===== src/rtl/lfs_pkg.sv =====
// Shared types, widths and constants of the line-follow steering controller.
package lfs_pkg;

  // Image geometry and the columns derived from it.
  localparam int IMG_COLS   = 80;
  localparam int CENTRE_Q4  = 16 * (IMG_COLS / 2 - 1);
  localparam int RIGHT_Q4   = 16 * (IMG_COLS - 1);
  localparam int WIDE_LIM   = IMG_COLS - 2;
  localparam int EDGE_LO    = 2;
  localparam int EDGE_HI    = IMG_COLS - 3;
  localparam int BELOW_LIM  = 60;
  localparam int MARK_HI    = IMG_COLS - 2;

  // Field widths of the transfers and registers.
  localparam int PIX_W      = 7;
  localparam int CQ_W       = 11;
  localparam int TURN_W     = 6;
  localparam int DUTY_W     = 12;
  localparam int SPEED_W    = 10;
  localparam int COEFF_W    = 11;
  localparam int ROW_W      = 6;
  localparam int COL_W      = 7;
  localparam int GAIN_W     = 16;
  localparam int CFG_IDX_W  = 2;
  localparam int CFG_DATA_W = 16;

  // Internal widths.
  localparam int C_W        = $clog2(2 ** CQ_W + RIGHT_Q4);
  localparam int ERR_W      = C_W + 1;
  localparam int DIF_W      = C_W + 2;
  localparam int DCT_W      = CQ_W + 1;
  localparam int OPD_W      = 24;
  localparam int PROD_W     = 2 * OPD_W;
  localparam int ACC_W      = 36;
  localparam int X_W        = 22;
  localparam int QM_W       = 20;
  localparam int Q_W        = QM_W + 1;
  localparam int SV_W       = ERR_W + 5;
  localparam int MARKC_W    = C_W - 4;

  // Arithmetic constants.
  localparam int DUTY_MID   = 1500;
  localparam int ACC_BASE   = 5 * DUTY_MID * 4096;
  localparam int ACC_SH     = 12;
  localparam int RECIP5     = 838861;
  localparam int DIV5_SH    = 22;
  localparam int RECIP45    = 186414;
  localparam int DIV45_SH   = 23;
  localparam int COEFF_OFS  = 72;
  localparam int SPEED_BASE = 6400;
  localparam int SPEED_TURN = 208;
  localparam int SPEED_ERR  = 7;
  localparam int SPEED_MIN  = 150;
  localparam int SPEED_MAX  = 800;
  localparam int NO_TURN    = 59;
  localparam int ROW_NEAR   = 27;
  localparam int ROW_EXIT   = 22;
  localparam int ROW_ENTRY  = 43;

  // Configuration register indexes.
  localparam logic [CFG_IDX_W-1:0] CFG_PROP_GAIN  = 2'd0;
  localparam logic [CFG_IDX_W-1:0] CFG_DERIV_GAIN = 2'd1;
  localparam logic [CFG_IDX_W-1:0] CFG_DUTY_MIN   = 2'd2;
  localparam logic [CFG_IDX_W-1:0] CFG_DUTY_MAX   = 2'd3;

  // Reset values of the configuration registers.
  localparam int DUTY_MIN_RST = 1140;
  localparam int DUTY_MAX_RST = 1860;

  typedef struct packed {
    logic [PIX_W-1:0]  width_near;
    logic [PIX_W-1:0]  width_below;
    logic [PIX_W-1:0]  left_edge_near;
    logic [PIX_W-1:0]  right_edge_near;
    logic [CQ_W-1:0]   centre_exit;
    logic [CQ_W-1:0]   centre_near;
    logic [CQ_W-1:0]   centre_entry;
    logic [CQ_W-1:0]   centre_turn;
    logic [TURN_W-1:0] turn_row;
  } in_item_t;

  typedef struct packed {
    logic [DUTY_W-1:0]  servo_duty;
    logic [SPEED_W-1:0] speed_target;
    logic [COEFF_W-1:0] diff_coeff;
    logic [ROW_W-1:0]   marker_row;
    logic [COL_W-1:0]   marker_col;
    logic               marker_valid;
  } out_item_t;

  typedef struct packed {
    logic signed [GAIN_W-1:0] prop_gain;
    logic signed [GAIN_W-1:0] deriv_gain;
    logic [DUTY_W-1:0]        duty_min;
    logic [DUTY_W-1:0]        duty_max;
  } cfg_regs_t;

  typedef struct packed {
    logic signed [OPD_W-1:0] a;
    logic signed [OPD_W-1:0] b;
  } mul_req_t;

endpackage


===== src/rtl/lfs_if.sv =====
// Valid/ready channel interfaces for the input and result transfers.
interface lfs_in_if;
  logic               valid;
  logic               ready;
  lfs_pkg::in_item_t  data;

  modport source (output valid, output data, input ready);
  modport sink   (input valid, input data, output ready);
endinterface

interface lfs_out_if;
  logic               valid;
  logic               ready;
  lfs_pkg::out_item_t data;

  modport source (output valid, output data, input ready);
  modport sink   (input valid, input data, output ready);
endinterface


===== src/rtl/lfs_cfg.sv =====
// Configuration register file: gains and duty limits, written by index.
module lfs_cfg (
  input  logic                             clk,
  input  logic                             rst_n,
  input  logic                             cfg_we,
  input  logic [lfs_pkg::CFG_IDX_W-1:0]    cfg_idx,
  input  logic [lfs_pkg::CFG_DATA_W-1:0]   cfg_data,
  output lfs_pkg::cfg_regs_t               regs
);

  lfs_pkg::cfg_regs_t regs_r;

  // Register writes; each register keeps the low bits of the write data.
  always_ff @(posedge clk) begin
    if (!rst_n) begin
      regs_r.prop_gain  <= '0;
      regs_r.deriv_gain <= '0;
      regs_r.duty_min   <= lfs_pkg::DUTY_W'(lfs_pkg::DUTY_MIN_RST);
      regs_r.duty_max   <= lfs_pkg::DUTY_W'(lfs_pkg::DUTY_MAX_RST);
    end else if (cfg_we) begin
      case (cfg_idx)
        lfs_pkg::CFG_PROP_GAIN:  regs_r.prop_gain  <= cfg_data[lfs_pkg::GAIN_W-1:0];
        lfs_pkg::CFG_DERIV_GAIN: regs_r.deriv_gain <= cfg_data[lfs_pkg::GAIN_W-1:0];
        lfs_pkg::CFG_DUTY_MIN:   regs_r.duty_min   <= cfg_data[lfs_pkg::DUTY_W-1:0];
        lfs_pkg::CFG_DUTY_MAX:   regs_r.duty_max   <= cfg_data[lfs_pkg::DUTY_W-1:0];
        default: ;
      endcase
    end
  end

  assign regs = regs_r;

endmodule


===== src/rtl/lfs_mul.sv =====
// Shared signed multiplier with a registered product.
module lfs_mul (
  input  logic                                clk,
  input  lfs_pkg::mul_req_t                   req,
  output logic signed [lfs_pkg::PROD_W-1:0]   prod
);

  logic signed [lfs_pkg::PROD_W-1:0] prod_r;

  // One product per cycle; the sequencer picks the operands.
  always_ff @(posedge clk) begin
    prod_r <= req.a * req.b;
  end

  assign prod = prod_r;

endmodule


===== src/rtl/lfs_ctrl.sv =====
// Sequencer and datapath: reference choice, error, duty, speed and coefficient.
module lfs_ctrl (
  input  logic                                clk,
  input  logic                                rst_n,
  lfs_in_if.sink                              in_chan,
  lfs_out_if.source                           out_chan,
  input  lfs_pkg::cfg_regs_t                  cfg,
  output lfs_pkg::mul_req_t                   mul_req,
  input  logic signed [lfs_pkg::PROD_W-1:0]   prod
);

  // Sequencer states.
  localparam logic [3:0] ST_IDLE = 4'd0;
  localparam logic [3:0] ST_MP   = 4'd1;
  localparam logic [3:0] ST_MD   = 4'd2;
  localparam logic [3:0] ST_MT   = 4'd3;
  localparam logic [3:0] ST_SUM  = 4'd4;
  localparam logic [3:0] ST_ABS  = 4'd5;
  localparam logic [3:0] ST_DIV  = 4'd6;
  localparam logic [3:0] ST_CLMP = 4'd7;
  localparam logic [3:0] ST_COEF = 4'd8;
  localparam logic [3:0] ST_DONE = 4'd9;

  localparam int C_W    = lfs_pkg::C_W;
  localparam int ERR_W  = lfs_pkg::ERR_W;
  localparam int DIF_W  = lfs_pkg::DIF_W;
  localparam int DCT_W  = lfs_pkg::DCT_W;
  localparam int OPD_W  = lfs_pkg::OPD_W;
  localparam int ACC_W  = lfs_pkg::ACC_W;
  localparam int X_W    = lfs_pkg::X_W;
  localparam int QM_W   = lfs_pkg::QM_W;
  localparam int Q_W    = lfs_pkg::Q_W;
  localparam int SV_W   = lfs_pkg::SV_W;
  localparam int MC_W   = lfs_pkg::MARKC_W;
  localparam int DUTY_W = lfs_pkg::DUTY_W;

  logic [3:0] state_r, state_nxt;

  logic                     in_xfer;
  logic                     out_wr;
  logic                     out_valid_r;
  lfs_pkg::out_item_t       out_r;

  logic signed [ERR_W-1:0]  prev_err_r;
  logic signed [ERR_W-1:0]  err_r;
  logic signed [OPD_W-1:0]  err5_r;
  logic signed [OPD_W-1:0]  dif5_r;
  logic signed [OPD_W-1:0]  tf_r;
  logic signed [DCT_W-1:0]  dct_r;
  logic [lfs_pkg::TURN_W-1:0] turn_r;
  logic [lfs_pkg::ROW_W-1:0]  row_r;
  logic [MC_W-1:0]          col_r;
  logic                     mval_r;
  logic signed [ACC_W-1:0]  acc_r;
  logic [X_W-1:0]           x_r;
  logic                     neg_r;
  logic [lfs_pkg::SPEED_W-1:0] spd_r;
  logic [DUTY_W-1:0]        duty_r;

  // Capture-side signals.
  logic [C_W-1:0]           c_sel;
  logic [C_W-1:0]           c_sum;
  logic [lfs_pkg::ROW_W-1:0] row_sel;
  logic signed [ERR_W-1:0]  err_cap;
  logic signed [DIF_W-1:0]  dif_cap;
  logic signed [OPD_W-1:0]  err_ext;
  logic signed [OPD_W-1:0]  dif_ext;
  logic [OPD_W-1:0]         turn_ext;
  logic [MC_W-1:0]          col_cap;

  // Later-stage signals.
  logic [ACC_W-1:0]         acc_abs;
  logic [ERR_W-1:0]         aerr;
  logic signed [SV_W-1:0]   spd_raw;
  logic [SV_W-7:0]          spd_div;
  logic [lfs_pkg::SPEED_W-1:0] spd_calc;
  logic [QM_W-1:0]          q_mag;
  logic signed [Q_W-1:0]    q_s;
  logic signed [Q_W-1:0]    q_lo;
  logic signed [Q_W-1:0]    q_hi;
  logic signed [Q_W-1:0]    q_t;
  logic [DUTY_W-1:0]        duty_calc;
  logic [DUTY_W-1:0]        mag;
  logic [OPD_W-1:0]         coef_y;

  assign in_xfer        = in_chan.valid && in_chan.ready;
  assign in_chan.ready  = (state_r == ST_IDLE);
  assign out_wr         = (state_r == ST_DONE) && (!out_valid_r || out_chan.ready);
  assign out_chan.valid = out_valid_r;
  assign out_chan.data  = out_r;

  // Reference choice and edge-loss correction of the centre column.
  always_comb begin
    c_sum   = C_W'(in_chan.data.centre_near) + C_W'(lfs_pkg::RIGHT_Q4);
    c_sel   = C_W'(in_chan.data.centre_near);
    row_sel = lfs_pkg::ROW_W'(lfs_pkg::ROW_NEAR);
    if (int'(in_chan.data.width_near) >= lfs_pkg::WIDE_LIM) begin
      c_sel   = C_W'(in_chan.data.centre_entry);
      row_sel = lfs_pkg::ROW_W'(lfs_pkg::ROW_ENTRY);
    end else if (int'(in_chan.data.width_below) >= lfs_pkg::BELOW_LIM) begin
      c_sel   = C_W'(in_chan.data.centre_exit);
      row_sel = lfs_pkg::ROW_W'(lfs_pkg::ROW_EXIT);
    end else if (int'(in_chan.data.left_edge_near) < lfs_pkg::EDGE_LO) begin
      c_sel   = C_W'(in_chan.data.centre_near) >> 1;
    end else if (int'(in_chan.data.right_edge_near) > lfs_pkg::EDGE_HI) begin
      c_sel   = c_sum >> 1;
    end
  end

  // Steering error, its difference and the scaled multiplier operands.
  always_comb begin
    err_cap  = $signed({1'b0, c_sel}) - $signed(ERR_W'(lfs_pkg::CENTRE_Q4));
    dif_cap  = DIF_W'(err_cap) - DIF_W'(prev_err_r);
    err_ext  = OPD_W'(err_cap);
    dif_ext  = OPD_W'(dif_cap);
    turn_ext = OPD_W'(in_chan.data.turn_row);
    col_cap  = c_sel[C_W-1:4];
  end

  // Speed target from the stored error and turn row.
  always_comb begin
    aerr     = err_r[ERR_W-1] ? ERR_W'(-err_r) : ERR_W'(err_r);
    spd_raw  = $signed(SV_W'(lfs_pkg::SPEED_BASE))
             - $signed(SV_W'(turn_r) * SV_W'(lfs_pkg::SPEED_TURN))
             - $signed(SV_W'(aerr) * SV_W'(lfs_pkg::SPEED_ERR));
    spd_div  = spd_raw[SV_W-2:5];
    if (spd_raw[SV_W-1] || int'(spd_div) < lfs_pkg::SPEED_MIN) begin
      spd_calc = lfs_pkg::SPEED_W'(lfs_pkg::SPEED_MIN);
    end else if (int'(spd_div) > lfs_pkg::SPEED_MAX) begin
      spd_calc = lfs_pkg::SPEED_W'(lfs_pkg::SPEED_MAX);
    end else begin
      spd_calc = lfs_pkg::SPEED_W'(spd_div);
    end
  end

  // Quotient sign, then the lower limit followed by the upper limit.
  always_comb begin
    acc_abs   = acc_r[ACC_W-1] ? ACC_W'(-acc_r) : ACC_W'(acc_r);
    q_mag     = prod[lfs_pkg::DIV5_SH +: QM_W];
    q_s       = neg_r ? -$signed(Q_W'(q_mag)) : $signed(Q_W'(q_mag));
    q_lo      = $signed(Q_W'(cfg.duty_min));
    q_hi      = $signed(Q_W'(cfg.duty_max));
    q_t       = (q_s < q_lo) ? q_lo : q_s;
    q_t       = (q_t > q_hi) ? q_hi : q_t;
    duty_calc = q_t[DUTY_W-1:0];
    mag       = (int'(duty_r) >= lfs_pkg::DUTY_MID) ?
                duty_r - DUTY_W'(lfs_pkg::DUTY_MID) :
                DUTY_W'(lfs_pkg::DUTY_MID) - duty_r;
    coef_y    = (OPD_W'(mag) + OPD_W'(lfs_pkg::COEFF_OFS)) << 5;
  end

  // Operand selection for the shared multiplier. The coefficient product is
  // requested again while the result waits, so it is still there when written.
  always_comb begin
    mul_req.a = '0;
    mul_req.b = '0;
    case (state_r)
      ST_MP: begin
        mul_req.a = OPD_W'(cfg.prop_gain);
        mul_req.b = err5_r;
      end
      ST_MD: begin
        mul_req.a = OPD_W'(cfg.deriv_gain);
        mul_req.b = dif5_r;
      end
      ST_MT: begin
        mul_req.a = tf_r;
        mul_req.b = OPD_W'(dct_r);
      end
      ST_DIV: begin
        mul_req.a = $signed(OPD_W'(x_r));
        mul_req.b = $signed(OPD_W'(lfs_pkg::RECIP5));
      end
      ST_COEF, ST_DONE: begin
        mul_req.a = $signed(coef_y);
        mul_req.b = $signed(OPD_W'(lfs_pkg::RECIP45));
      end
      default: ;
    endcase
  end

  // Next state: a fixed walk through the steps, held at the end while the result register is full and not taken.
  always_comb begin
    state_nxt = state_r;
    case (state_r)
      ST_IDLE: if (in_xfer) state_nxt = ST_MP;
      ST_MP:   state_nxt = ST_MD;
      ST_MD:   state_nxt = ST_MT;
      ST_MT:   state_nxt = ST_SUM;
      ST_SUM:  state_nxt = ST_ABS;
      ST_ABS:  state_nxt = ST_DIV;
      ST_DIV:  state_nxt = ST_CLMP;
      ST_CLMP: state_nxt = ST_COEF;
      ST_COEF: state_nxt = ST_DONE;
      ST_DONE: if (out_wr) state_nxt = ST_IDLE;
      default: state_nxt = ST_IDLE;
    endcase
  end

  // Control state.
  always_ff @(posedge clk) begin
    if (!rst_n) begin
      state_r     <= ST_IDLE;
      prev_err_r  <= '0;
      out_valid_r <= 1'b0;
    end else begin
      state_r <= state_nxt;
      if (in_xfer) begin
        prev_err_r <= err_cap;
      end
      if (out_wr) begin
        out_valid_r <= 1'b1;
      end else if (out_chan.ready) begin
        out_valid_r <= 1'b0;
      end
    end
  end

  // Datapath registers.
  always_ff @(posedge clk) begin
    if (in_xfer) begin
      err_r  <= err_cap;
      err5_r <= (err_ext <<< 2) + err_ext;
      dif5_r <= (dif_ext <<< 2) + dif_ext;
      if (int'(in_chan.data.turn_row) != lfs_pkg::NO_TURN) begin
        tf_r <= $signed((turn_ext << 7) + (turn_ext << 6));
      end else begin
        tf_r <= '0;
      end
      dct_r  <= $signed({1'b0, in_chan.data.centre_turn})
              - $signed(DCT_W'(lfs_pkg::CENTRE_Q4));
      turn_r <= in_chan.data.turn_row;
      row_r  <= row_sel;
      col_r  <= col_cap;
      mval_r <= (int'(col_cap) > 1) && (int'(col_cap) < lfs_pkg::MARK_HI);
    end
    case (state_r)
      ST_MD:  acc_r <= $signed(ACC_W'(lfs_pkg::ACC_BASE)) + ACC_W'(prod);
      ST_MT:  acc_r <= acc_r + ACC_W'(prod);
      ST_SUM: acc_r <= acc_r + ACC_W'(prod);
      ST_ABS: begin
        x_r   <= acc_abs[lfs_pkg::ACC_SH +: X_W];
        neg_r <= acc_r[ACC_W-1];
        spd_r <= spd_calc;
      end
      ST_CLMP: duty_r <= duty_calc;
      default: ;
    endcase
    if (out_wr) begin
      out_r.servo_duty   <= duty_r;
      out_r.speed_target <= spd_r;
      out_r.diff_coeff   <= prod[lfs_pkg::DIV45_SH +: lfs_pkg::COEFF_W];
      out_r.marker_row   <= row_r;
      out_r.marker_col   <= col_r[lfs_pkg::COL_W-1:0];
      out_r.marker_valid <= mval_r;
    end
  end

  // The error of each transfer becomes the derivative history.
  a_prev_err: assert property (@(posedge clk) disable iff (!rst_n)
    in_xfer |=> (prev_err_r == err_r))
    else $error("derivative history does not match the captured error");

  // A finished result is never lost when the result register is empty.
  a_done_write: assert property (@(posedge clk) disable iff (!rst_n)
    (state_r == ST_DONE && !out_valid_r) |=> out_valid_r)
    else $error("finished result not written to the result register");

  // The speed target on offer stays inside its clamp.
  a_speed_range: assert property (@(posedge clk) disable iff (!rst_n)
    out_valid_r |-> (int'(out_r.speed_target) >= lfs_pkg::SPEED_MIN &&
                     int'(out_r.speed_target) <= lfs_pkg::SPEED_MAX))
    else $error("speed target outside its limits");

  // The marker row is one of the three reference rows.
  a_marker_row: assert property (@(posedge clk) disable iff (!rst_n)
    out_valid_r |-> (int'(out_r.marker_row) == lfs_pkg::ROW_NEAR ||
                     int'(out_r.marker_row) == lfs_pkg::ROW_EXIT ||
                     int'(out_r.marker_row) == lfs_pkg::ROW_ENTRY))
    else $error("marker row is not a reference row");

  // The multiplier is idle while no item is in flight.
  a_idle_no_busy: assert property (@(posedge clk) disable iff (!rst_n)
    (state_r == ST_IDLE) |-> (mul_req.a == '0 && mul_req.b == '0))
    else $error("multiplier driven while the sequencer is idle");

endmodule


===== src/rtl/line_follow_steer_pd_core.sv =====
// Top level of the line-follow PD steering controller.
//
// One input transfer per camera frame carries the line features; one result
// transfer returns servo duty, speed target, differential coefficient and the
// marker position of the chosen reference point.
// Both channels are valid/ready: a transfer happens at a rising clock edge
// with valid and ready high. The configuration port writes the gains and the
// duty limits by index whenever cfg_we is high; it should only be used while
// no frame is in flight.
// The result reaches the result register after the sequencer has walked its
// steps from the input transfer. The shared multiplier serves five products
// in turn, so one frame holds the sequencer with input ready low, and a new
// frame is taken only once the sequencer is back in its idle state.
// The result register decouples the receiver: the next frame is taken as soon
// as the sequencer is free, even while the previous result still waits, and
// the sequencer holds its final step while a stalled result is not taken.
// Reset (rst_n low at a clock edge) clears the derivative history, empties
// the result register and restores the default gains and duty limits.
module line_follow_steer_pd_core (
  input  logic                              clk,
  input  logic                              rst_n,
  lfs_in_if.sink                            in_chan,
  lfs_out_if.source                         out_chan,
  input  logic                              cfg_we,
  input  logic [lfs_pkg::CFG_IDX_W-1:0]     cfg_idx,
  input  logic [lfs_pkg::CFG_DATA_W-1:0]    cfg_data
);

  lfs_pkg::cfg_regs_t                  cfg_regs;
  lfs_pkg::mul_req_t                   mul_req;
  logic signed [lfs_pkg::PROD_W-1:0]   mul_prod;

  // Configuration registers.
  lfs_cfg u_cfg (
    .clk      (clk),
    .rst_n    (rst_n),
    .cfg_we   (cfg_we),
    .cfg_idx  (cfg_idx),
    .cfg_data (cfg_data),
    .regs     (cfg_regs)
  );

  // Shared multiplier.
  lfs_mul u_mul (
    .clk  (clk),
    .req  (mul_req),
    .prod (mul_prod)
  );

  // Sequencer and datapath.
  lfs_ctrl u_ctrl (
    .clk      (clk),
    .rst_n    (rst_n),
    .in_chan  (in_chan),
    .out_chan (out_chan),
    .cfg      (cfg_regs),
    .mul_req  (mul_req),
    .prod     (mul_prod)
  );

endmodule


===== src/flat_wrapper.sv =====
// flat-port wrapper written by rule: the top's interface ports become plain ports
module line_follow_steer_pd_core_flat 
  (clk, rst_n, cfg_we, cfg_idx, cfg_data, in_chan_valid, in_chan_data, in_chan_ready, out_chan_valid, out_chan_data, out_chan_ready);
  lfs_in_if in_chan_i ();
  lfs_out_if out_chan_i ();
  input  logic clk;
  input  logic rst_n;
  input  logic cfg_we;
  input  logic [lfs_pkg::CFG_IDX_W-1:0] cfg_idx;
  input  logic [lfs_pkg::CFG_DATA_W-1:0] cfg_data;
  input wire logic [$bits(in_chan_i.valid)-1:0] in_chan_valid;
  input wire logic [$bits(in_chan_i.data)-1:0] in_chan_data;
  output wire logic [$bits(in_chan_i.ready)-1:0] in_chan_ready;
  output wire logic [$bits(out_chan_i.valid)-1:0] out_chan_valid;
  output wire logic [$bits(out_chan_i.data)-1:0] out_chan_data;
  input wire logic [$bits(out_chan_i.ready)-1:0] out_chan_ready;
  assign in_chan_i.valid = in_chan_valid;
  assign in_chan_i.data = in_chan_data;
  assign in_chan_ready = in_chan_i.ready;
  assign out_chan_valid = out_chan_i.valid;
  assign out_chan_data = out_chan_i.data;
  assign out_chan_i.ready = out_chan_ready;
  line_follow_steer_pd_core u_core (.clk(clk), .rst_n(rst_n), .in_chan(in_chan_i), .out_chan(out_chan_i), .cfg_we(cfg_we), .cfg_idx(cfg_idx), .cfg_data(cfg_data));
endmodule

===== config.mk =====
export PLATFORM = sky130hd
export DESIGN_NAME = line_follow_steer_pd_core_flat
export DESIGN_NICKNAME = d
export VERILOG_FILES = /design/src/rtl/lfs_pkg.sv /design/src/rtl/lfs_if.sv /design/src/rtl/lfs_cfg.sv /design/src/rtl/lfs_mul.sv /design/src/rtl/lfs_ctrl.sv /design/src/rtl/line_follow_steer_pd_core.sv /design/src/flat_wrapper.sv
export SDC_FILE = /design/constraint.sdc
export NUM_CORES = 2
export LEC_CHECK = 0
export BUFFER_PORTS_ARGS = -buffer_cell sky130_fd_sc_hd__buf_2
export CAP_MARGIN = 5
export CELL_PAD_IN_SITES_DETAIL_PLACEMENT = 1
export CELL_PAD_IN_SITES_GLOBAL_PLACEMENT = 1
export CORE_MARGIN = 4
export CORE_UTILIZATION = 40
export DETAILED_ROUTE_END_ITERATION = 16
export PLACE_DENSITY = 0.65
export SLEW_MARGIN = 10
export SYNTH_ARGS = -nofsm -noshare
export SYNTH_HDL_FRONTEND = slang
export SYNTH_SLANG_ARGS = --single-unit

===== constraint.sdc =====
create_clock -name clk -period 11.5 [get_ports clk]
set_input_delay 1.725 -clock clk [delete_from_list [all_inputs] [get_ports clk]]
set_output_delay 1.725 -clock clk [all_outputs]
set_load 0.1 [all_outputs]

==> run_results.csv <==
group,metric,value,unit
synth,synth_top_area_share,28.9,%
clock_network,root_buffer,"clkbuf_16",
global_route,grt_pass1_vias,31669,
synth,yosysWarnings,0,
routing,ant_nets,0,
setup_path,crit_slowest_cell,"a221o_1",
pwr,ir_drop,0.227,mV
finish,fin_area,42100,um2
setup_path,critPathBufInv,8,
timing,fmax,95.6,MHz
die,fp.dieH,318,um
synth,syn_inst,4142,
routing,drt-total-wl,122000,um
synth,yosysSeqAreaShare,22.3,%
place,place_area,40700,um2
finish,register_area,8540,um2
setup_path,max_stage_delay,0.81,ns
setup_path,cp_top_family,"adder cells",
routing,drt_pass1_iterations,5,
routing,drc,0,
clock_network,clk_pin_slew,0.06,ns
die,die_area,101000,um2
timing,worst_pin_slew,1.12,ns
die,rows,113,
timing,setup_slack,1.04,ns
timing,setup_viol,0,
timing,fin_skew,0.0364,ns
routing,wl_per_cell,22.0,um
timing,whs,0.414,ns
routing,routed-via-count,29180,
synth,ys_ff_latch,323,
routing,viasPerCell,5.24,
place,port_buffers,143,
die,core,95000,um2
finish,utilization,44.4,%
job,maxCapViolCount,0,
synth,syn_area_per_cell,9.26,um2
global_route,antenna_found_initial,6,
place,hpwlAfterDp,100000,um
synth,synth_common_cells,"inv_1, nand2_1, fa_1, ha_1, nor2_1",
synth,synth_nets,5085,
synth,synth_edf_count,207,
timing,slew_viol_final,0,
clock_network,cts_hold_repair.buffers,0,
finish,area_delta_synth_final,9.91,%
timing,slew_headroom,23.4,%
clock_network,clockBufferDepth,3,
pwr,p_leak,19.8,nW
synth,synth_cell_types,89,
clock_network,numCtsBuffers,42,
die,start_util,40.4,%
clock_network,post_cts_resized,0,
global_route,grt_max_degree,75,
setup_path,cp_max_fo,15,
synth,syn-cell-area,38300,um2
clock_network,cts.sinks,323,
setup_path,start_kind,"flop",
run_status,status,"finished clean",
die,die_w,318,um
setup_path,arrival,10.96,ns
setup_path,end_kind,"flop",
finish,n_fill_cell,11036,
synth,synth.most_common_cell,"inv_1",
setup_path,critPathKind,"flop to flop",
global_route,grt_usage,24.5,%
synth,synth_ff_type,"edfxtp_1",
synth,async_flop_share,0,%
setup_path,cp.required,12.00,ns
clock_network,htreeDepth,2,
die,io_pins,150,
clock_network,cts_setup_buffers,0,
global_route,grt_first_pass_wirelength,190000,um
place,pre_cts_ws,1.05,ns
routing,drt-initial-drc-count,1758,
pwr,p_per_area,164,nW/um2
timing,rsz0062_at_grt,"false",
finish,layoutNonFillerInstCount,5567,
timing,fin_crit,10.46,ns
synth,yosysTopAreaCell,"fa_1",
timing,setup_tns,0,ns
clock_network,cts_tree,"built",
synth,synth.area.top_cells,"fa_1, edfxtp_1, ha_1",
global_route,overflow,0,
place,gp_congestion,0.869,
pwr,total_power,6.92,mW
timing,finalHoldViolCount,0,
clock_network,clkLatencyLatePin,0.62,ns
finish,drive_gt1_share,7.91,%
hold_path,hold_class,"flop to flop",
finish,multiInputGateArea,26400,um2
place,numPlacedInstances,5486,
finish,nNetsFinal,5209,
timing,period_share,91.0,%
==> per-layer routing <==
metal	GRT usage, %	vias up	part of all wire [%]
met3	3.06	144	4.3
met5	0	-	0
met2	41.3	516	48
li1	-	13509	-
met1	33.3	15011	45
met4	6.77	0	3.0
==> cell type report <==
type	count	share of cell area, %
multi-input cells	2891	62.5
clock buffers	50	2.74
diodes	2	0.0119
flip-flops and latches	323	20.3
well taps	1265	3.76
clock inverters	28	0.659
inverters	798	7.11
repair buffers	210	2.92
==> power by group <==
part | switching [mW] | leakage (nW) | internal (mW)
Sequential | 0.166 | 2.86 | 1.49
Combinational | 2.37 | 16.2 | 1.54
Clock | 0.578 | 0.709 | 0.784
==> logic make-up (layout without fill, tap and decap cells) <==
| kind of cell | after synthesis | count (layout) | share of synthesized area [%] |
|---|---|---|---|
| buffers and inverters | 928 | 1086 | 9.17 |
| multiplexers | 35 | 35 | 1.06 |
| adder cells (fa/ha/maj) | 842 | 842 | 38.3 |
| other | 1 | 3 | 0.00978 |
| flip-flops | 323 | 323 | 22.3 |
| AO/OA/AOI/OAI | 648 | 648 | 10.9 |
| XOR/XNOR | 229 | 229 | 5.23 |
| AND/OR/NAND/NOR | 1136 | 1136 | 13.1 |
==> registers in the layout, indices dropped and copies added, names as in the netlist, 13 cells and up <==
signal and cells:
u_core.u_ctrl.dif5_r 17, u_core.u_cfg.regs 56, u_core.u_ctrl.x_r 22, u_core.u_ctrl.out_chan.data 45
u_core.u_ctrl.acc_r 36, u_core.u_ctrl.prev_err_r 13, u_core.u_mul.prod 42, u_core.u_ctrl.err5_r 14
==> final timing paths <==
| kind | start | end | slack, ns | cells after the start |
|---|---|---|---|---|
| worst max register to register | u_core.u_ctrl.duty_r[2] | u_core.u_mul.prod[40] | 1.04 | 37 |
| worst min-delay path | u_core.u_ctrl.col_r[2] | u_core.u_ctrl.out_chan.data[3] | 0.41 | 0 |
| worst min register to register | u_core.u_ctrl.col_r[2] | u_core.u_ctrl.out_chan.data[3] | 0.41 | 0 |
| worst max-delay path | u_core.u_ctrl.duty_r[2] | u_core.u_mul.prod[40] | 1.04 | 37 |
==> layout by cell type (no fill, tap or decap), drive strengths merged, types with 10 or more instances in the layout <==
cell	count
or3	16
ha	289
edfxtp	207
o21ai	126
nor4	18
mux2i	17
a31oi	22
a21boi	10
and3	18
nand2b	31
fa	553
nand2	583
nor2b	22
a21o	64
nor2	269
inv	805
and2	48
o21bai	25
or2	12
nand3	36
o21a	27
clkinv	18
o31ai	15
dfxtp	116
xnor2	162
a22oi	28
a211oi	21
clkbuf	50
o211ai	26
nor3	26
nand4	19
xor2	67
buf	210
mux2	18
o41ai	11
a21oi	204
Power figures use the tool's default switching activity.
